$ cat src/cdsw_pkg.sv
`default_nettype none

package cdsw_pkg;

  // field widths
  localparam int YEAR_W = 14;
  localparam int DAY_W  = 9;
  localparam int CNT_W  = 6;

  // largest number of Saturdays listed for one word
  localparam int MAX_COUNT = 63;

  // reciprocal constants: floor(x/100) = (x*RECIP_100) >> SHIFT_100 for x < 2^14,
  // x/7 = (x*RECIP_7) >> SHIFT_7 is floor or floor-1 for x < 2^15
  localparam int RECIP_100 = 5243;
  localparam int SHIFT_100 = 19;
  localparam int RECIP_7   = 9362;
  localparam int SHIFT_7   = 16;

  localparam logic [2:0] SATURDAY = 3'd6;

  typedef enum logic [1:0] {
    KIND_DATE    = 2'd0,
    KIND_SAT     = 2'd1,
    KIND_NOMORE  = 2'd2,
    KIND_INVALID = 2'd3
  } kind_t;

  typedef struct packed {
    logic [YEAR_W-1:0] year;
    logic [DAY_W-1:0]  day_of_year;
    logic [CNT_W-1:0]  saturday_count;
  } cdsw_in_t;

  typedef struct packed {
    kind_t             kind;
    logic [2:0]        weekday;
    logic [3:0]        month;
    logic [4:0]        month_day;
    logic [YEAR_W-1:0] result_year;
    logic              last;
  } cdsw_out_t;

  typedef enum logic [2:0] {
    ST_IDLE,
    ST_QUO,
    ST_SUM,
    ST_PROD,
    ST_WDAY,
    ST_FIRST,
    ST_WALK
  } cdsw_state_t;

  // controller -> datapath
  typedef struct packed {
    logic  load;
    logic  q_en;
    logic  v_en;
    logic  p_en;
    logic  wd_en;
    logic  emit;
    kind_t kind;
    logic  last;
    logic  walk_init;
    logic  walk_step;
  } cdsw_cmd_t;

  // datapath -> controller
  typedef struct packed {
    logic invalid;
    logic cnt_zero;
    logic past_end;
    logic rem_one;
  } cdsw_sts_t;

  typedef struct packed {
    logic [3:0] month;
    logic [4:0] md;
  } cdsw_loc_t;

  // last day number of each month in a common year
  localparam logic [DAY_W-1:0] MONTH_END [13] = '{
    9'd0, 9'd31, 9'd59, 9'd90, 9'd120, 9'd151, 9'd181,
    9'd212, 9'd243, 9'd273, 9'd304, 9'd334, 9'd365
  };

  // month and day of month; zeros when day is past the year
  function automatic cdsw_loc_t cdsw_locate(input logic [DAY_W-1:0] day, input logic leap);
    cdsw_loc_t        r;
    logic [DAY_W-1:0] e;
    logic [DAY_W-1:0] ep;
    r = '0;
    // descending so the earliest matching month wins
    for (int m = 12; m >= 1; m--) begin
      e  = MONTH_END[m] + ((leap && m >= 2) ? 9'd1 : 9'd0);
      ep = MONTH_END[m-1] + ((leap && m >= 3) ? 9'd1 : 9'd0);
      if (day <= e) begin
        r.month = 4'(m);
        r.md    = 5'(day - ep);
      end
    end
    return r;
  endfunction

endpackage

`default_nettype wire

$ cat src/calendar_date_and_saturday_walker.sv
// The result strobe is registered from state FIRST, after the 4-step weekday computation
// in QUO, SUM, PROD and WDAY, then one result per cycle; a word gives N results (1..55).
// Busy, high from the accepting edge until the final result is registered, blocks new words.
// The receiver cannot stall: each result is valid for exactly one cycle.
// Reset: synchronous active-low rst_n returns the controller to idle and clears out_valid.
`default_nettype none

module calendar_date_and_saturday_walker
  import cdsw_pkg::*;
(
  input  wire logic     clk,
  input  wire logic     rst_n,
  input  wire logic     start,
  output logic          busy,
  input  wire cdsw_in_t in_word,
  output logic          out_valid,
  output cdsw_out_t     out_word
);

  cdsw_cmd_t cmd;
  cdsw_sts_t sts;

  cdsw_ctrl u_ctrl (
    .clk   (clk),
    .rst_n (rst_n),
    .start (start),
    .sts   (sts),
    .cmd   (cmd),
    .busy  (busy)
  );

  cdsw_dp u_dp (
    .clk       (clk),
    .rst_n     (rst_n),
    .in_word   (in_word),
    .cmd       (cmd),
    .sts       (sts),
    .out_valid (out_valid),
    .out_word  (out_word)
  );

  // a result only follows a busy cycle
  a_out_after_busy: assert property (@(posedge clk) disable iff (!rst_n)
    out_valid |-> $past(busy))
    else $error("result strobe without work in progress");

  // an accepted word makes the block busy
  a_accept_busy: assert property (@(posedge clk) disable iff (!rst_n)
    (start && !busy) |=> busy)
    else $error("accepted word did not start work");

  // the final result frees the block
  a_last_idle: assert property (@(posedge clk) disable iff (!rst_n)
    (out_valid && out_word.last) |-> !busy)
    else $error("busy after final result");

  // Saturday results carry weekday six
  a_sat_weekday: assert property (@(posedge clk) disable iff (!rst_n)
    (out_valid && (out_word.kind == KIND_SAT)) |-> (out_word.weekday == SATURDAY))
    else $error("Saturday result with wrong weekday");

endmodule

`default_nettype wire

$ cat src/cdsw_ctrl.sv
`default_nettype none

module cdsw_ctrl
  import cdsw_pkg::*;
(
  input  wire logic      clk,
  input  wire logic      rst_n,
  input  wire logic      start,
  input  wire cdsw_sts_t sts,
  output cdsw_cmd_t      cmd,
  output logic           busy
);

  cdsw_state_t state_r, state_nxt;

  // state register
  always_ff @(posedge clk) begin
    if (!rst_n) begin
      state_r <= ST_IDLE;
    end else begin
      state_r <= state_nxt;
    end
  end

  // next state
  always_comb begin
    state_nxt = state_r;
    case (state_r)
      ST_IDLE:  if (start) state_nxt = ST_QUO;
      ST_QUO:   state_nxt = ST_SUM;
      ST_SUM:   state_nxt = ST_PROD;
      ST_PROD:  state_nxt = ST_WDAY;
      ST_WDAY:  state_nxt = ST_FIRST;
      ST_FIRST: state_nxt = (sts.invalid || sts.cnt_zero) ? ST_IDLE : ST_WALK;
      ST_WALK:  if (sts.past_end || sts.rem_one) state_nxt = ST_IDLE;
      default:  state_nxt = ST_IDLE;
    endcase
  end

  // outputs
  always_comb begin
    cmd  = '0;
    busy = 1'b1;
    case (state_r)
      ST_IDLE: begin
        busy     = 1'b0;
        cmd.load = start;
      end
      ST_QUO:  cmd.q_en  = 1'b1;
      ST_SUM:  cmd.v_en  = 1'b1;
      ST_PROD: cmd.p_en  = 1'b1;
      ST_WDAY: cmd.wd_en = 1'b1;
      ST_FIRST: begin
        cmd.emit      = 1'b1;
        cmd.kind      = sts.invalid ? KIND_INVALID : KIND_DATE;
        cmd.last      = sts.invalid || sts.cnt_zero;
        cmd.walk_init = 1'b1;
      end
      ST_WALK: begin
        cmd.emit      = 1'b1;
        cmd.kind      = sts.past_end ? KIND_NOMORE : KIND_SAT;
        cmd.last      = sts.past_end || sts.rem_one;
        cmd.walk_step = 1'b1;
      end
      default: busy = 1'b0;
    endcase
  end

endmodule

`default_nettype wire

$ cat src/cdsw_dp.sv
`default_nettype none

module cdsw_dp
  import cdsw_pkg::*;
(
  input  wire logic      clk,
  input  wire logic      rst_n,
  input  wire cdsw_in_t  in_word,
  input  wire cdsw_cmd_t cmd,
  output cdsw_sts_t      sts,
  output logic           out_valid,
  output cdsw_out_t      out_word
);

  logic [YEAR_W-1:0] year_r;
  logic [DAY_W-1:0]  cur_day_r;
  logic [CNT_W-1:0]  rem_r;
  logic [7:0]        q_year_r;
  logic [7:0]        q_y1_r;
  logic              leap_r;
  logic [14:0]       v_r;
  logic [28:0]       p_r;
  logic              invalid_r;
  logic [2:0]        wd_r;
  cdsw_out_t         out_r;
  logic              out_valid_r;

  logic [YEAR_W-1:0] y1;
  logic [26:0]       prod_year;
  logic [26:0]       prod_y1;
  logic [YEAR_W-1:0] r100;
  logic              leap_nxt;
  logic [14:0]       v_nxt;
  logic [14:0]       r7;
  logic [3:0]        r7_lo;
  logic [DAY_W-1:0]  year_len;
  logic [2:0]        offset;
  logic [CNT_W-1:0]  cnt_clamped;
  cdsw_loc_t         loc;
  cdsw_out_t         res_nxt;

  assign y1 = year_r - YEAR_W'(1);

  // quotients by 100 through reciprocal multiply
  assign prod_year = 27'(year_r) * 27'(RECIP_100);
  assign prod_y1   = 27'(y1) * 27'(RECIP_100);

  // leap rule: by 4, and not by 100 unless by 400
  assign r100     = year_r - (YEAR_W'(q_year_r) * YEAR_W'(100));
  assign leap_nxt = (year_r[1:0] == 2'b00) && ((r100 != '0) || (q_year_r[1:0] == 2'b00));

  // weekday sum; 365 is 1 mod 7 so each year adds one
  assign v_nxt = 15'(y1) + 15'(y1 >> 2) - 15'(q_y1_r) + 15'(q_y1_r >> 2)
               + 15'(cur_day_r);

  // remainder by 7 with one correction step
  assign r7    = v_r - (15'(p_r[28:SHIFT_7]) * 15'd7);
  assign r7_lo = (r7[3:0] >= 4'd7) ? (r7[3:0] - 4'd7) : r7[3:0];

  assign year_len    = leap_r ? 9'd366 : 9'd365;
  assign offset      = (wd_r == SATURDAY) ? 3'd7 : (SATURDAY - wd_r);
  assign cnt_clamped = (int'(in_word.saturday_count) > MAX_COUNT) ? CNT_W'(MAX_COUNT)
                                                                  : in_word.saturday_count;

  // working registers
  always_ff @(posedge clk) begin
    if (cmd.load) begin
      year_r    <= in_word.year;
      cur_day_r <= in_word.day_of_year;
      rem_r     <= cnt_clamped;
    end
    if (cmd.q_en) begin
      q_year_r <= prod_year[26:SHIFT_100];
      q_y1_r   <= prod_y1[26:SHIFT_100];
    end
    if (cmd.v_en) begin
      leap_r <= leap_nxt;
      v_r    <= v_nxt;
    end
    if (cmd.p_en) begin
      p_r       <= 29'(v_r) * 29'(RECIP_7);
      invalid_r <= (year_r == '0) || (cur_day_r == '0) || (cur_day_r > year_len);
    end
    if (cmd.wd_en) begin
      wd_r <= r7_lo[2:0];
    end
    // walk to the first Saturday after the input day, then week by week
    if (cmd.walk_init) begin
      cur_day_r <= cur_day_r + DAY_W'(offset);
    end else if (cmd.walk_step) begin
      cur_day_r <= cur_day_r + DAY_W'(7);
      rem_r     <= rem_r - CNT_W'(1);
    end
  end

  // result word
  always_comb begin
    loc                 = cdsw_locate(cur_day_r, leap_r);
    res_nxt             = '0;
    res_nxt.kind        = cmd.kind;
    res_nxt.result_year = year_r;
    res_nxt.last        = cmd.last;
    case (cmd.kind)
      KIND_DATE: begin
        res_nxt.weekday   = wd_r;
        res_nxt.month     = loc.month;
        res_nxt.month_day = loc.md;
      end
      KIND_SAT: begin
        res_nxt.weekday   = SATURDAY;
        res_nxt.month     = loc.month;
        res_nxt.month_day = loc.md;
      end
      default: begin
        res_nxt.weekday   = '0;
        res_nxt.month     = '0;
        res_nxt.month_day = '0;
      end
    endcase
  end

  // output register
  always_ff @(posedge clk) begin
    if (cmd.emit) begin
      out_r <= res_nxt;
    end
  end

  always_ff @(posedge clk) begin
    if (!rst_n) begin
      out_valid_r <= 1'b0;
    end else begin
      out_valid_r <= cmd.emit;
    end
  end

  assign out_valid = out_valid_r;
  assign out_word  = out_r;

  // status
  assign sts.invalid  = invalid_r;
  assign sts.cnt_zero = (rem_r == '0);
  assign sts.past_end = (cur_day_r > year_len);
  assign sts.rem_one  = (rem_r == CNT_W'(1));

endmodule

`default_nettype wire
$ cat config.mk
export PLATFORM = sky130hd
export DESIGN_NAME = calendar_date_and_saturday_walker
export DESIGN_NICKNAME = d
export VERILOG_FILES = /design/src/cdsw_pkg.sv /design/src/calendar_date_and_saturday_walker.sv /design/src/cdsw_ctrl.sv /design/src/cdsw_dp.sv
export SDC_FILE = /design/constraint.sdc
export NUM_CORES = 1
export LEC_CHECK = 0
export BUFFER_PORTS_ARGS = -buffer_cell sky130_fd_sc_hd__clkbuf_2
export CORE_UTILIZATION = 34
export CTS_CLUSTER_DIAMETER = 30
export DETAILED_ROUTE_END_ITERATION = 12
export MAX_ROUTING_LAYER = met4
export PLACE_DENSITY_LB_ADDON = 0.12
export SLEW_MARGIN = 20
export SYNTH_ARGS = -nofsm -noshare
export SYNTH_HDL_FRONTEND = slang
export SYNTH_SLANG_ARGS = --single-unit
$ cat constraint.sdc
create_clock -name clk -period 14.8 [get_ports clk]
set_clock_uncertainty 0.1 [all_clocks]
set_input_delay 2.96 -clock clk [delete_from_list [all_inputs] [get_ports clk]]
set_output_delay 2.96 -clock clk [all_outputs]
set_load 0.03 [all_outputs]
# Yosys cells after proc, flatten, opt, wreduce, memory -nomap -nowiden
# Index checks and enable logic that the tools add are counted.
op_classes:
  mul: 5
  n_eq_ne: 11
  n_reduce_logical: 17
  order_cmp: 14
  addsub: 34
  mux: 38
op_table:
  columns: ["cell", "n"]
  rows:
  - ["two-way mux 9 bit", 15]
  - ["less-or-equal comparator 9 bit", 11]
  - ["multiplier 14 x 13 -> 27 bit, second input constant", 2]
  - ["subtractor 5 bit", 10]
  - ["adder 8 x 1 -> 9 bit, first input constant", 4]
  - ["multiplier 15 x 13 -> 28 bit, second input constant", 1]
  - ["adder 9 x 1 -> 9 bit, first input constant", 3]
  - ["one-hot mux 12 bit (2 select lines)", 1]
  - ["one-hot mux 3 bit (7 select lines)", 1]
  - ["two-way mux 6 bit", 3]
  - ["adder 7 x 1 -> 8 bit, first input constant", 2]
  - ["adder 14 x 12 -> 15 bit", 1]
  - ["adder 15 x 6 -> 15 bit", 1]
  - ["adder 15 x 9 -> 15 bit", 1]
  - ["two-way mux 3 bit", 5]
  - ["subtractor 15 x 8 -> 15 bit", 1]
  - ["logical NOT 14 bit", 1]
  - ["nonzero test 14 bit", 1]
  - ["subtractor 14 x 1 -> 14 bit, second input constant", 1]
  - ["subtractor 14 bit", 1]
  - ["multiplier 13 x 3 -> 4 bit, second input constant", 1]
  - ["equality test 3 bit, second input constant", 4]
  - ["multiplier 8 x 5 -> 12 bit, second input constant", 1]
  - ["adder 9 x 3 -> 9 bit", 1]
  - ["29 further kinds", 46]
totals:
  in_bits: 32
  elab_cells: 137
  out_inout_bits: 31
  register_bits: 126

# Longest topological paths before layout
logic_depth:
  ltp_word: 16
  depth_mapped: 28
  depth_no_buf: 28

# Modules after synthesis
# A second synthesis with hierarchy kept.
hier_totals:
  cells_unflattened: 1695
  hier_area_um2: 16567.1
modules_own_cells:
  columns: ["mod", "instances", "area_each_um2", "cells_each", "seq_area_each_um2"]
  rows:
  - ["cdsw_dp", 1, 16285.6, 1656, 2902.8]
  - ["cdsw_ctrl", 1, 281.5, 39, 60.1]

# Worst setup path before layout
# OpenSTA, ideal clock, no wires.
synth_path:
  path_type: "register to register"
  startpoint: "register u_dp.year_r[2]"
  endpoint: "register u_dp.q_y1_r[7], data pin"
  arrival_time_ns: 6.351
  t_required_ns: 14.440
  stages_incl_launch_ff: 28
  setup_slack_ns: 8.089
  period_less_slack_ns: 6.711
  n_path_buf: 0
  setup_ns: 0.260
  path_cell_list: "edfxtp_1 -> inv_1 -> ha_1 -> nand2_1 -> nand2_1 -> nand2_1 -> nand3_1 -> a21boi_0 -> nand2_1 -> xnor2_1 -> inv_1 -> fa_1 -> inv_1 -> ha_1 -> fa_1 -> fa_1 -> inv_1 -> fa_1 -> inv_1 -> ha_1 -> nand4_1 -> nor4_1 -> o31ai_1 -> a31oi_1 -> a41o_1 -> o21a_1 -> nor2_1 -> xnor2_1"
synth_via:
  elab_chain_cells: 2
synth_rtl:
  columns: ["item", "line", "rtl"]
  rows:
  - ["start, declared", "cdsw_dp.sv:15", "logic [YEAR_W-1:0] year_r;"]
  - ["start signal, assigned", "cdsw_dp.sv:68", "year_r <= in_word.year;"]
  - ["subtractor 14 x 1 -> 14 bit", "cdsw_dp.sv:42", "assign y1 = year_r - YEAR_W'(1);"]
  - ["multiplier 14 x 13 -> 27 bit", "cdsw_dp.sv:46", "assign prod_y1 = 27'(y1) * 27'(RECIP_100);"]
  - ["named net u_dp.prod_y1[26]", "cdsw_dp.sv:30", "logic [26:0] prod_y1;"]
  - ["end signal, assigned", "cdsw_dp.sv:74", "q_y1_r <= prod_y1[26:SHIFT_100];"]
  - ["end, declared", "cdsw_dp.sv:19", "logic [7:0] q_y1_r;"]
# The timed path passes the listed nets, and every way through them passes these cells.
# A chain may end at the register's enable or synchronous reset.

# Final worst setup path
# Same ends and word-level chain as after synthesis.

==> impl_metrics.toml <==
[cts]
cts_buffer_depth = 2
clkTransAtPathRegs_ns = 0.09
hold_buffers = 0
post_cts_buffers = 0
htreeDepth = 3
cts_resized = 0
cts.sinks = 102
cts_tree = "yes"
root_buffer = "clkbuf_16"
worstSkewPairLatency_ns = 0.40
cts_buffers = 9

[detailed_routing]
drt_iter0_markers = 526
viasPerCell = 4.86
finalWirelength_microns = 41400
vias = 11400
wl_per_cell_microns = 17.6
antenna_left = 0
remaining_drc_errors = 0
drtPass1Iterations = 5

[finish]
nNetsFinal = 2292
drive_gt1_frac = 0.0781
seq_area_sq_mm = 0.00296
area_growth_pct = 7.75
fin_util = 0.373
antenna_cells = 0
multi_input_area_sq_mm = 0.0120
fin_area_sq_mm = 0.0178
n_fill_cell = 4901

[global_routing]
grt_pass1_wl_microns = 66600
overflow = 0
grt_max_degree = 36
grt_pass1_vias = 11900
grt_antenna_before_repair = 0
grt.total_usage = 0.180

[critical_path]
slowest_delay_ns = 0.56
path_class = "reg -> reg"
path_delay_family = "adder cells"
cp_slowest_cell = "edfxtp_1"
path_buf_inv = 5
worstSetupStartpointType = "flip-flop"
required_ns = 14.85
worstSetupEndpointType = "flip-flop"
crit_fanout = 8
cpMostUsedCell = "inv_1"
cp.arrival_ns = 7.60

[hold_path]
hold_path_class = "reg -> reg"

[sta]
fin_crit_sh = 0.510
drv_slew = 0
whs_ns = 0.486
tightest_slew_ns = 0.982
max_clock_freq_mhz = 132
tns_ns = 0
setup_viol = 0
hold_viol_final = 0
grt_setup_unrepaired = "false"
fin_crit_ns = 7.55
relSlewSlack = 0.342

[yosys]
syn_avg_cell_area_sq_um = 9.85
synth-async-reset-ratio = 0
ys.warnings.count = 0
yosysSeqAreaShare = 0.179
yosysTopAreaCellShare = 0.264
yosysTopAreaCell = "ha_1"
synth-main-ff-cell = "edfxtp_1"
synth-seq-cells = 102
synth_area_leaders = "ha_1, fa_1, edfxtp_1, inv_1, xnor2_1"
syn_nets = 2235
netlist_instances = 1679
synth_edf_count = 92
synth_cell_types = 93
synth_area_sq_mm = 0.0165

[floorplanning]
die_h_microns = 223
io_pins = 63
die_area_sq_mm = 0.0495
rows = 80
core_sq_mm = 0.0478
die_w_microns = 223
initial_core_util = 0.346

[placed_design]
place_congestion = 0.887
place_area_sq_mm = 0.0175
portBuffers = 62
dp_hpwl_microns = 34800

[job]
cap_viol_max_count = 0

[status]
outcome = "finished clean"
-- layout by cell type (no fill, tap or decap), types with 6 or more instances in the layout --
master	netlist	layout
nand4_1	9	9
o21a_1	7	7
a31oi_1	8	8
buf_4	4	12
nor2_1	81	81
and3_1	6	6
nand3_1	35	35
a211oi_1	10	10
dfxtp_1	10	10
nand2b_1	9	9
inv_1	372	372
clkbuf_2	0	62
o21ai_0	44	44
nand2_1	83	83
nor3_1	32	32
clkbuf_16	0	9
o211ai_1	8	8
xor2_1	27	27
xnor2_1	67	67
or2_2	6	6
fa_1	175	175
a21o_1	18	18
ha_1	349	349
a21oi_1	70	70
edfxtp_1	92	92
-- final cells by class --
| class | count | area share |
|---|---|---|
| tap | 615 | 0.0432 |
| timing repair buffer | 74 | 0.0225 |
| multi-input combinational | 1177 | 0.674 |
| sequential | 102 | 0.166 |
| inverter | 372 | 0.0783 |
| clock inverter | 6 | 0.00267 |
| clock buffer | 10 | 0.0128 |
-- registers in the layout, summed over array words and instances (netlist names) --
signal,flops
u_dp.wd_r,3
u_ctrl.state_r,3
u_dp.q_y1_r,8
u_dp.year_r,14
u_dp.v_r,15
u_dp.out_word,29
u_dp.cur_day_r,9
u_dp.out_valid,1
u_dp.p_r,4
u_dp.q_year_r,8
u_dp.rem_r,6
u_dp.invalid_r,1
u_dp.leap_r,1
-- path summary, 6_finish.rpt --
kind / from / end / slack, ns / depth (start not counted)
worst max register to register: u_dp.year_r[2]$_DFFE_PP_ / u_dp.q_y1_r[7]$_DFFE_PP_ / 7.25 / 27
worst max-delay path: u_dp.year_r[2]$_DFFE_PP_ / u_dp.q_y1_r[7]$_DFFE_PP_ / 7.25 / 27
worst min-delay path: u_dp.rem_r[0]$_DFF_P_ / u_dp.rem_r[0]$_DFF_P_ / 0.49 / 1
worst min register to register: u_dp.rem_r[0]$_DFF_P_ / u_dp.rem_r[0]$_DFF_P_ / 0.49 / 1
-- logic make-up after synthesis --
family | synth area share
simple gates | 0.0858
buf+inv | 0.0949
flops | 0.179
xor+xnor | 0.0508
fa+ha+maj | 0.476
compound gates | 0.110
mux | 0.00310
-- stage by stage --
step,instances,setup slack [ns]
after floorplan,1679,8.09
after global placement,2340,7.32
after detailed placement,2340,7.19
after CTS,2356,7.16
after global routing,2356,6.44
final,2356,7.25
-- worst register-to-register path, stage by stage (launching register included) --
cell      delay [ns]
edfxtp_1        0.56
inv_1           0.27
ha_1            0.27
nand2_1         0.06
nand2_1         0.09
nand2_1         0.10
nand3_1         0.14
a21boi_0        0.42
nand2_1         0.15
xnor2_1         0.50
inv_1           0.29
fa_1            0.56
inv_1           0.05
ha_1            0.30
fa_1            0.47
fa_1            0.54
inv_1           0.05
fa_1            0.53
inv_1           0.04
ha_1            0.29
nand4_1         0.15
nor4_1          0.30
o31ai_1         0.15
a31oi_1         0.36
a41o_1          0.27
o21a_1          0.14
nor2_1          0.05
xnor2_1         0.11
-- cells in the mapped netlist, types with 6 or more instances --
library cell and instances:
inv_1 372, ha_1 349, fa_1 175, edfxtp_1 92, nand2_1 83, nor2_1 81, a21oi_1 70, xnor2_1 67
o21ai_0 44, nand3_1 35, nor3_1 32, xor2_1 27, a21o_1 18, a211oi_1 10, dfxtp_1 10, buf_2 9
clkbuf_1 9, nand2b_1 9, nand4_1 9, a31oi_1 8, o211ai_1 8, o21a_1 7, and3_1 6, or2_2 6
-- per-layer routing --
metal | track usage | wire [microns] | vias up
met5 | - | 0 | -
met3 | 0.0251 | 1220 | 27
met4 | 0.0463 | 669 | 0
met1 | 0.237 | 19800 | 5512
li1 | - | - | 5729
met2 | 0.291 | 19700 | 172
Power is left out: the tool's default activity adds up to more than one toggle a clock period on the data nets, which glitch-free logic cannot reach.
